--- config.mk ---
export PLATFORM = sky130hd
export DESIGN_NAME = soft_hamming_ml_decoder_unit_flat
export DESIGN_NICKNAME = d
export VERILOG_FILES = /design/src/rtl/shd_pkg.sv /design/src/rtl/shd_if.sv /design/src/rtl/shd_cell.sv /design/src/rtl/shd_nib_out.sv /design/src/rtl/soft_hamming_ml_decoder_unit.sv /design/src/flat_wrapper.sv
export SDC_FILE = /design/constraint.sdc
export NUM_CORES = 2
export LEC_CHECK = 0
export ABC_AREA = 1
export BUFFER_PORTS_ARGS = -buffer_cell sky130_fd_sc_hd__buf_2
export CORE_MARGIN = 2
export CORE_UTILIZATION = 40
export CTS_CLUSTER_DIAMETER = 60
export DETAILED_ROUTE_END_ITERATION = 16
export GPL_ROUTABILITY_DRIVEN = 0
export PLACE_DENSITY = 0.67
export REMOVE_ABC_BUFFERS = 1
export SLEW_MARGIN = 0
export SYNTH_ARGS = -nofsm -noshare
export SYNTH_HDL_FRONTEND = slang
export SYNTH_SLANG_ARGS = --single-unit
--- constraint.sdc ---
create_clock -name clk -period 21.2 [get_ports clk]
set_input_delay 4.24 -clock clk [delete_from_list [all_inputs] [get_ports clk]]
set_output_delay 4.24 -clock clk [all_outputs]
set_load 0.01 [all_outputs]
--- src/rtl/shd_pkg.sv ---
// Package for the soft-decision Hamming ML decoder: widths, control structs,
// and the candidate codeword tables. No dependencies.
package shd_pkg;

  localparam int SOFT_WIDTH_DEF = 16;
  localparam int CODE_RATE_W    = 3;
  localparam int NIB_DEPTH      = 4;   // nibble queue depth, power of two
  localparam int NIB_PTR_W      = $clog2(NIB_DEPTH);
  localparam int NIB_CNT_W      = $clog2(NIB_DEPTH + 1);
  localparam int NUM_CELLS      = 4;   // four cells in the argmin chain, four candidates per cell

  localparam logic [CODE_RATE_W-1:0] RATE_RST = 3'd4;
  localparam logic [CODE_RATE_W-1:0] RATE_MIN = 3'd1;
  localparam logic [CODE_RATE_W-1:0] RATE_MAX = 3'd4;
  localparam logic [1:0]             LAST_BIT_IDX = 2'd3;

  // controls broadcast to every cell
  typedef struct packed {
    logic fire;      // input beat accepted
    logic first;     // beat is position zero of a codeword
    logic grp_end;   // previous cycle closed a codeword
  } acc_ctl_t;

  // argmin token passed along the chain (score travels beside it)
  typedef struct packed {
    logic       vld;
    logic [3:0] idx;
  } tok_t;

  // out-of-range rates fold onto the nearest legal one
  function automatic logic [CODE_RATE_W-1:0] eff_rate(input logic [CODE_RATE_W-1:0] r);
    logic [CODE_RATE_W-1:0] e;
    if (r == '0) e = RATE_MIN;
    else if (r > RATE_MAX) e = RATE_MAX;
    else e = r;
    return e;
  endfunction

  // bit at position pos of the codeword carrying nibble n (n[3] is d0)
  function automatic logic code_bit(input logic [CODE_RATE_W-1:0] r,
                                    input logic [3:0] n,
                                    input logic [2:0] pos);
    logic d0, d1, d2, d3;
    logic [2:0] k;
    logic b;
    d0 = n[3];
    d1 = n[2];
    d2 = n[1];
    d3 = n[0];
    k  = pos - r;
    b  = 1'b0;
    if (pos >= r) begin
      if (k <= 3'd3) b = n[2'd3 - k[1:0]];
    end else begin
      unique case (r)
        3'd4: begin
          unique case (pos)
            3'd0:    b = d0 ^ d1 ^ d3;
            3'd1:    b = d0 ^ d2 ^ d3;
            3'd2:    b = d0 ^ d1 ^ d2;
            default: b = d1 ^ d2 ^ d3;
          endcase
        end
        3'd3: begin
          unique case (pos)
            3'd0:    b = d0 ^ d1 ^ d3;
            3'd1:    b = d0 ^ d1 ^ d2;
            default: b = d1 ^ d2 ^ d3;
          endcase
        end
        3'd2: begin
          if (pos == 3'd0) b = d0 ^ d1 ^ d2;
          else b = d1 ^ d2 ^ d3;
        end
        default: b = d0 ^ d1 ^ d2 ^ d3;
      endcase
    end
    return b;
  endfunction

  // which of the 16 candidates carry a one at this position
  function automatic logic [15:0] code_mask(input logic [CODE_RATE_W-1:0] r,
                                            input logic [2:0] pos);
    logic [15:0] m;
    for (int i = 0; i < 16; i++) begin
      m[i] = code_bit(r, 4'(i), pos);
    end
    return m;
  endfunction

endpackage

--- src/rtl/shd_if.sv ---
// Valid/ready channel interfaces for the decoder: soft input, decoded
// output and the code-rate write channel. No dependencies.
interface shd_in_if #(parameter int SOFT_WIDTH = 16);
  logic                         valid;
  logic                         ready;
  logic signed [SOFT_WIDTH-1:0] soft_value;
  modport source (output valid, output soft_value, input ready);
  modport sink   (input valid, input soft_value, output ready);
endinterface

interface shd_out_if;
  logic valid;
  logic ready;
  logic decoded_bit;
  logic last_bit;
  modport source (output valid, output decoded_bit, output last_bit, input ready);
  modport sink   (input valid, input decoded_bit, input last_bit, output ready);
endinterface

interface shd_cfg_if;
  logic       valid;
  logic       ready;
  logic [2:0] code_rate;
  modport source (output valid, output code_rate, input ready);
  modport sink   (input valid, input code_rate, output ready);
endinterface

--- src/rtl/shd_cell.sv ---
// One decoder cell: four candidate score accumulators, a local argmin and
// one stage of the argmin token chain. Depends on shd_pkg.
module shd_cell #(
  parameter int         SOFT_WIDTH = shd_pkg::SOFT_WIDTH_DEF,
  parameter logic [1:0] CELL_IDX   = 2'd0
) (
  input  logic                         clk,
  input  logic                         rst_n,
  input  shd_pkg::acc_ctl_t            acc_ctl,
  input  logic [3:0]                   code_bits,
  input  logic signed [SOFT_WIDTH-1:0] soft_value,
  input  shd_pkg::tok_t                tok_in,
  input  logic signed [SOFT_WIDTH+2:0] tok_in_score,
  output shd_pkg::tok_t                tok_out,
  output logic signed [SOFT_WIDTH+2:0] tok_out_score
);
  import shd_pkg::*;

  localparam int SCORE_W = SOFT_WIDTH + 3;

  logic signed [SCORE_W-1:0] acc_r [4];
  logic signed [SCORE_W-1:0] acc_nxt [4];
  logic signed [SCORE_W-1:0] v_ext;
  logic signed [SCORE_W-1:0] s01, s23, loc_score_nxt, loc_score_r;
  logic [1:0]                i01, i23, loc_idx_nxt, loc_idx_r;
  tok_t                      tok_r, tok_nxt;
  logic signed [SCORE_W-1:0] tok_score_r, tok_score_nxt;

  assign v_ext = SCORE_W'(soft_value);

  // accumulate; position zero restarts the sum
  always_comb begin
    for (int j = 0; j < 4; j++) begin
      acc_nxt[j] = (acc_ctl.first ? '0 : acc_r[j]) + (code_bits[j] ? v_ext : '0);
    end
  end

  always_ff @(posedge clk) begin
    if (acc_ctl.fire) begin
      for (int j = 0; j < 4; j++) acc_r[j] <= acc_nxt[j];
    end
  end

  // local argmin of four, lower index wins ties
  always_comb begin
    i01 = (acc_r[1] < acc_r[0]) ? 2'd1 : 2'd0;
    s01 = (acc_r[1] < acc_r[0]) ? acc_r[1] : acc_r[0];
    i23 = (acc_r[3] < acc_r[2]) ? 2'd3 : 2'd2;
    s23 = (acc_r[3] < acc_r[2]) ? acc_r[3] : acc_r[2];
    loc_idx_nxt   = (s23 < s01) ? i23 : i01;
    loc_score_nxt = (s23 < s01) ? s23 : s01;
  end

  always_ff @(posedge clk) begin
    if (acc_ctl.grp_end) begin
      loc_idx_r   <= loc_idx_nxt;
      loc_score_r <= loc_score_nxt;
    end
  end

  // token stage: replace only on strictly lower score
  always_comb begin
    tok_nxt       = tok_in;
    tok_score_nxt = tok_in_score;
    if (tok_in.vld && (loc_score_r < tok_in_score)) begin
      tok_nxt.idx   = {CELL_IDX, loc_idx_r};
      tok_score_nxt = loc_score_r;
    end
  end

  always_ff @(posedge clk) begin
    if (!rst_n) begin
      tok_r.vld <= 1'b0;
    end else begin
      tok_r.vld <= tok_nxt.vld;
    end
    tok_r.idx   <= tok_nxt.idx;
    tok_score_r <= tok_score_nxt;
  end

  assign tok_out       = tok_r;
  assign tok_out_score = tok_score_r;

endmodule

--- src/rtl/shd_nib_out.sv ---
// Decoded nibble queue and bit serializer, MSB first with last marker.
// Depends on shd_pkg and shd_out_if.
module shd_nib_out (
  input  logic          clk,
  input  logic          rst_n,
  input  shd_pkg::tok_t nib_in,
  shd_out_if.source     out_chan
);
  import shd_pkg::*;

  logic [3:0]           mem_r [NIB_DEPTH];
  logic [NIB_PTR_W-1:0] wr_ptr_r, wr_ptr_nxt, rd_ptr_r, rd_ptr_nxt;
  logic [NIB_CNT_W-1:0] cnt_r, cnt_nxt;
  logic [1:0]           bit_r, bit_nxt;
  logic [3:0]           head;
  logic                 out_fire, pop;

  assign head     = mem_r[rd_ptr_r];
  assign out_fire = out_chan.valid && out_chan.ready;
  assign pop      = out_fire && (bit_r == LAST_BIT_IDX);

  assign out_chan.valid       = (cnt_r != '0);
  assign out_chan.decoded_bit = head[LAST_BIT_IDX - bit_r];
  assign out_chan.last_bit    = (bit_r == LAST_BIT_IDX);

  // pointers, fill count and bit counter
  always_comb begin
    wr_ptr_nxt = nib_in.vld ? wr_ptr_r + 1'b1 : wr_ptr_r;
    rd_ptr_nxt = pop ? rd_ptr_r + 1'b1 : rd_ptr_r;
    cnt_nxt    = cnt_r + NIB_CNT_W'(nib_in.vld) - NIB_CNT_W'(pop);
    bit_nxt    = out_fire ? bit_r + 1'b1 : bit_r;
  end

  always_ff @(posedge clk) begin
    if (!rst_n) begin
      wr_ptr_r <= '0;
      rd_ptr_r <= '0;
      cnt_r    <= '0;
      bit_r    <= '0;
    end else begin
      wr_ptr_r <= wr_ptr_nxt;
      rd_ptr_r <= rd_ptr_nxt;
      cnt_r    <= cnt_nxt;
      bit_r    <= bit_nxt;
    end
  end

  always_ff @(posedge clk) begin
    if (nib_in.vld) mem_r[wr_ptr_r] <= nib_in.idx;
  end

endmodule

--- src/rtl/soft_hamming_ml_decoder_unit.sv ---
// Soft-decision ML decoder for the (4+r,4) Hamming-type code, top level.
// Depends on shd_pkg, shd_if, shd_cell and shd_nib_out.
// Throughput: one soft value per cycle, but a codeword's last value stalls
// while the queue holds a full set of pending codewords; each codeword of
// 5..8 values yields four one-bit results, the first offered after the local
// argmin stage, four chain cells and the queue write. Reset: synchronous,
// active low; code rate returns to 4, position to zero, queue and chain empty.
module soft_hamming_ml_decoder_unit #(
  parameter int SOFT_WIDTH = shd_pkg::SOFT_WIDTH_DEF
) (
  input logic       clk,
  input logic       rst_n,
  shd_in_if.sink    in_chan,
  shd_out_if.source out_chan,
  shd_cfg_if.sink   cfg_chan
);
  import shd_pkg::*;

  localparam int SCORE_W = SOFT_WIDTH + 3;

  logic [CODE_RATE_W-1:0] code_rate_r, code_rate_nxt, rate_eff;
  logic [2:0]             pos_r, pos_nxt, last_pos;
  logic [NIB_CNT_W-1:0]   pend_r, pend_nxt;
  logic                   grp_end_r, loc_vld_r;
  logic                   is_last, in_fire, cfg_fire, grp_done;
  logic [15:0]            mask;
  acc_ctl_t               acc_ctl;

  tok_t                      tok [NUM_CELLS+1];
  logic signed [SCORE_W-1:0] tok_score [NUM_CELLS+1];

  // position tracking and flow control
  assign rate_eff = eff_rate(code_rate_r);
  assign last_pos = rate_eff + 3'd3;
  assign is_last  = (pos_r == last_pos);
  assign mask     = code_mask(rate_eff, pos_r);

  assign in_chan.ready  = !(is_last && (pend_r == NIB_CNT_W'(NIB_DEPTH)));
  assign cfg_chan.ready = 1'b1;
  assign in_fire  = in_chan.valid && in_chan.ready;
  assign cfg_fire = cfg_chan.valid && cfg_chan.ready;
  assign grp_done = out_chan.valid && out_chan.ready && out_chan.last_bit;

  always_comb begin
    code_rate_nxt = cfg_fire ? cfg_chan.code_rate : code_rate_r;
    pos_nxt       = pos_r;
    if (cfg_fire) pos_nxt = '0;
    else if (in_fire) pos_nxt = is_last ? 3'd0 : pos_r + 3'd1;
    pend_nxt = pend_r + NIB_CNT_W'(in_fire && is_last) - NIB_CNT_W'(grp_done);
  end

  always_ff @(posedge clk) begin
    if (!rst_n) begin
      code_rate_r <= RATE_RST;
      pos_r       <= '0;
      pend_r      <= '0;
      grp_end_r   <= 1'b0;
      loc_vld_r   <= 1'b0;
    end else begin
      code_rate_r <= code_rate_nxt;
      pos_r       <= pos_nxt;
      pend_r      <= pend_nxt;
      grp_end_r   <= in_fire && is_last;
      loc_vld_r   <= grp_end_r;
    end
  end

  assign acc_ctl.fire    = in_fire;
  assign acc_ctl.first   = (pos_r == '0);
  assign acc_ctl.grp_end = grp_end_r;

  // chain head: empty token with a score above any reachable sum
  assign tok[0].vld   = loc_vld_r;
  assign tok[0].idx   = '0;
  assign tok_score[0] = {1'b0, {(SCORE_W-1){1'b1}}};

  for (genvar c = 0; c < NUM_CELLS; c++) begin : g_cell
    shd_cell #(
      .SOFT_WIDTH (SOFT_WIDTH),
      .CELL_IDX   (2'(c))
    ) u_cell (
      .clk           (clk),
      .rst_n         (rst_n),
      .acc_ctl       (acc_ctl),
      .code_bits     (mask[4*c +: 4]),
      .soft_value    (in_chan.soft_value),
      .tok_in        (tok[c]),
      .tok_in_score  (tok_score[c]),
      .tok_out       (tok[c+1]),
      .tok_out_score (tok_score[c+1])
    );
  end

  shd_nib_out u_nib_out (
    .clk      (clk),
    .rst_n    (rst_n),
    .nib_in   (tok[NUM_CELLS]),
    .out_chan (out_chan)
  );

  // groups in flight never exceed the queue depth
  a_pend_bound: assert property (@(posedge clk) disable iff (!rst_n)
    pend_r <= NIB_CNT_W'(NIB_DEPTH))
    else $error("pending codeword count above queue depth");

  // every nibble leaving the chain traces back to a closed codeword
  a_chain_lat: assert property (@(posedge clk) disable iff (!rst_n)
    tok[NUM_CELLS].vld |-> $past(grp_end_r, 5))
    else $error("chain token without matching codeword end");

  // results are only offered while a codeword is outstanding
  a_out_pend: assert property (@(posedge clk) disable iff (!rst_n)
    out_chan.valid |-> (pend_r != '0))
    else $error("output beat with no pending codeword");

  // closing a codeword without a retire bumps the pending count
  a_pend_inc: assert property (@(posedge clk) disable iff (!rst_n)
    (in_fire && is_last && !grp_done) |=> (pend_r == $past(pend_r) + 1'b1))
    else $error("pending count missed a closed codeword");

endmodule

--- src/flat_wrapper.sv ---
// flat-port wrapper written by rule: the top's interface ports become plain ports
module soft_hamming_ml_decoder_unit_flat import shd_pkg::*;
#(
  parameter int SOFT_WIDTH = shd_pkg::SOFT_WIDTH_DEF
)
  (clk, rst_n, in_chan_valid, in_chan_soft_value, in_chan_ready, out_chan_valid, out_chan_decoded_bit, out_chan_last_bit, out_chan_ready, cfg_chan_valid, cfg_chan_code_rate, cfg_chan_ready);
  shd_in_if #(.SOFT_WIDTH(SOFT_WIDTH)) in_chan_i ();
  shd_out_if out_chan_i ();
  shd_cfg_if cfg_chan_i ();
  input logic clk;
  input logic rst_n;
  input wire logic [$bits(in_chan_i.valid)-1:0] in_chan_valid;
  input wire logic [$bits(in_chan_i.soft_value)-1:0] in_chan_soft_value;
  output wire logic [$bits(in_chan_i.ready)-1:0] in_chan_ready;
  output wire logic [$bits(out_chan_i.valid)-1:0] out_chan_valid;
  output wire logic [$bits(out_chan_i.decoded_bit)-1:0] out_chan_decoded_bit;
  output wire logic [$bits(out_chan_i.last_bit)-1:0] out_chan_last_bit;
  input wire logic [$bits(out_chan_i.ready)-1:0] out_chan_ready;
  input wire logic [$bits(cfg_chan_i.valid)-1:0] cfg_chan_valid;
  input wire logic [$bits(cfg_chan_i.code_rate)-1:0] cfg_chan_code_rate;
  output wire logic [$bits(cfg_chan_i.ready)-1:0] cfg_chan_ready;
  assign in_chan_i.valid = in_chan_valid;
  assign in_chan_i.soft_value = in_chan_soft_value;
  assign in_chan_ready = in_chan_i.ready;
  assign out_chan_valid = out_chan_i.valid;
  assign out_chan_decoded_bit = out_chan_i.decoded_bit;
  assign out_chan_last_bit = out_chan_i.last_bit;
  assign out_chan_i.ready = out_chan_ready;
  assign cfg_chan_i.valid = cfg_chan_valid;
  assign cfg_chan_i.code_rate = cfg_chan_code_rate;
  assign cfg_chan_ready = cfg_chan_i.ready;
  soft_hamming_ml_decoder_unit #(.SOFT_WIDTH(SOFT_WIDTH)) u_core (.clk(clk), .rst_n(rst_n), .in_chan(in_chan_i), .out_chan(out_chan_i), .cfg_chan(cfg_chan_i));
endmodule
==> results.md <==
- Status: finished, final reports clean
- Overall power: 3.883 mW
- Relative slew slack: 0.2291
- Max Cap Viol: 0
- I/O pin cnt: 29
- Worst hold stages: 2
- Via density: 5.241
- Hold/Removal Path Class: register to register
- GR Overflow Total: 0
- Ant. Diodes: 0
- CP max FO: 98
- Hold-fix buffers, CTS: 0
- Top post-synthesis cells by area: edfxtp_1, ha_1, nand2_1
- Clk_skew: 0.01690 ns
- Cells after DPL: 6594
- Routed vias: 35110
- Routed Antenna Nets: 0
- Port Buffers: 27
- Static Leak: 22.20 nW
- Setup_tns: 0 ns
- Mean Syn Cell Area: 7.706 µm²
- Most frequent cells after synthesis: nand2_1, inv_1, nor2_1, ha_1, a21oi_1
- DRC: 0
- Reg2Reg Depth: 24
- WL/cell: 16.79 µm
- Layout Cells excl Fill: 6700
- Initial DRC count: 2749
- # rows: 117
- CP required: 21.46 ns
- CP endpoint kind: register
- Ratio of final minimum period to clock period: 0.3192
- Slew @ Worst Pin: 1.153 ns
- Post-CTS Setup Bufs: 0
- Yosys top cell area share: 0.2827
- Core Box Area: 101600 µm²
- Layout cells sized above 1: 0.04745
- Count of final setup violators: 0
- Nets: 5876
- HPWL Detailed: 82.33 mm
- Yosys warning total: 0
- Mapped Area: 40900 µm²
- Max Root-Sink Buffers: 3
- CP Launch Type: input pin
- Total CTS buffers: 56
- Fin Hold WS: 0.4273 ns
- Initial core utilization: 0.4025
- Peak VDD IR: 74.28 µV
- Top-count cell post-synth: nand2_1
- Post-route minimum period: 6.767 ns
- Critical path arrival: 7.03 ns
- Number of gates resized after cts: 0
- Asr flop ratio synth: 0
- RSZ-0062 raised after global routing: false
- Vias in the first global route: 33130
- Area delta synth->final: 8.132%
- Die height: 323.7 µm
- Yosys cell types: 66
- TritonCTS clock tree: done
- Post-synth EDFFs: 385
- Antenna violations before repair: 0
- First-pass GRT wire length: 175.9 mm
- Mapped Cells: 5307
- Register bit total from synthesis: 481
- H-Tree Depth: 2
- Initial DRT Pass Iterations: 6
- Yosys top cell by area: edfxtp_1
- Setup CP Type: input pin to register
- Clock Latency Late Sink: 0.65 ns
- Tot GR Track Use: 0.2113
- Clock sinks: 481
- Die ar.: 104800 µm²
- CTS clk-pin slew, worst paths: 0.06 ns
- Pin count of the biggest net entering global routing: 115
- Root Buffer: clkbuf_16
- Achievable Freq: 147.8 MHz
- Fin. Hold Viols: 0
- Drt total wl: 112.5 mm
- Die W: 323.7 µm
- Post-synthesis sequential area ratio: 0.3297
- Final Max Slew Viols: 0
- PwrDens: 87.81 nW/µm²
- Main synth FF type: edfxtp_1
## where the power goes
group	leakage [nW]	internal, mW	switching [mW]
Sequential	4.60	1.19	0.0505
Combinational	16.6	0.494	1.12
Clock	0.965	0.593	0.440
Total	22.2	2.27	1.61
## metrics by stage
step             util  cell area [µm²]  setup slack, ns
2_1_floorplan       -            40230            9.828
3_3_place_gp   0.4160            42260            13.81
3_5_place_dp   0.4160            42260            13.74
4_1_cts        0.4353            44220            14.39
5_1_grt        0.4353            44220            14.27
6_report       0.4353            44220            14.43
## state kept, by name, indices dropped and copies added, names as in the netlist, named ones only
signal,flops
u_core.pend_r,3
u_core.u_nib_out.cnt_r,3
u_core.g_cell.u_cell.tok_out_score,57
u_core.g_cell.u_cell.loc_score_r,76
u_core.g_cell.u_cell.acc_r,285
u_core.g_cell.u_cell.tok_out,17
u_core.u_nib_out.bit_r,2
u_core.u_nib_out.wr_ptr_r,2
u_core.grp_end_r,1
u_core.pos_r,3
u_core.u_nib_out.mem_r,16
u_core.loc_vld_r,1
u_core.g_cell.u_cell.loc_idx_r,8
u_core.u_nib_out.rd_ptr_r,2
u_core.code_rate_r,3
## critical path: stages
cell,delay (ns)
buf_2,0.09
nand2_1,0.14
inv_8,0.56
buf_4,0.90
buf_4,0.90
## area by class of cell
type | count | area [µm²]
Fill cell | 10220 | 57370
Multi-Input combinational cell | 3926 | 23860
Sequential cell | 481 | 13490
Inverter | 770 | 2905
Tap cell | 1368 | 1712
Clock buffer | 72 | 1608
Clock inverter | 34 | 349.1
Timing Repair Buffer | 49 | 300.3
## path summary, 6_finish.rpt
kind,startpoint,end,slack (ns)
setup / recovery,in_chan_valid,u_core.g_cell[2].u_cell.acc_r[2][14]$_DFFE_PP_,14.43
hold / removal,u_core.g_cell[1].u_cell.tok_out[2]$_SDFF_PP1_,u_core.g_cell[2].u_cell.tok_out[2]$_SDFF_PP0_,0.43
setup reg to reg,u_core.code_rate_r[1]$_SDFFE_PN0P_,u_core.g_cell[2].u_cell.acc_r[0][14]$_DFFE_PP_,15.48
hold reg to reg,u_core.g_cell[1].u_cell.tok_out[2]$_SDFF_PP1_,u_core.g_cell[2].u_cell.tok_out[2]$_SDFF_PP0_,0.43
## placed cells by master, fill, tap and decap left out, types with 22 or more instances in the layout
cell type,n
xor2_1,214
buf_4,22
xnor2_1,61
nand4_1,49
o31ai_1,36
clkbuf_16,61
dfxtp_1,95
o21ai_0,315
nand3_1,230
buf_2,27
a21oi_1,403
a31oi_1,31
nand2_1,1034
ha_1,550
a21o_1,29
nor2_1,668
nand3_2,24
o211ai_1,38
inv_1,758
edfxtp_1,385
nor3_1,54
## metal layers
layer | GRT usage | vias to the layer above | share of wire
li1 | - | 17690 | -
met1 | 0.2827 | 16210 | 0.45
met2 | 0.3472 | 1012 | 0.45
met3 | 0.02291 | 208 | 0.056
met4 | 0.08735 | 0 | 0.043
met5 | 0 | - | 0
## kinds of logic after synthesis
group                    after synthesis  synth area share
AND/OR/NAND/NOR                     2145            0.2186
AO/OA/AOI/OAI                        930            0.1270
buffers and inverters                900           0.08686
adder cells (fa/ha/maj)              568            0.1771
flip-flops                           481            0.3297
XOR/XNOR                             275           0.05890
multiplexers                           7          0.001805
other                                  1        0.00009170
Note: power is estimated with default switching activity, not from simulation.
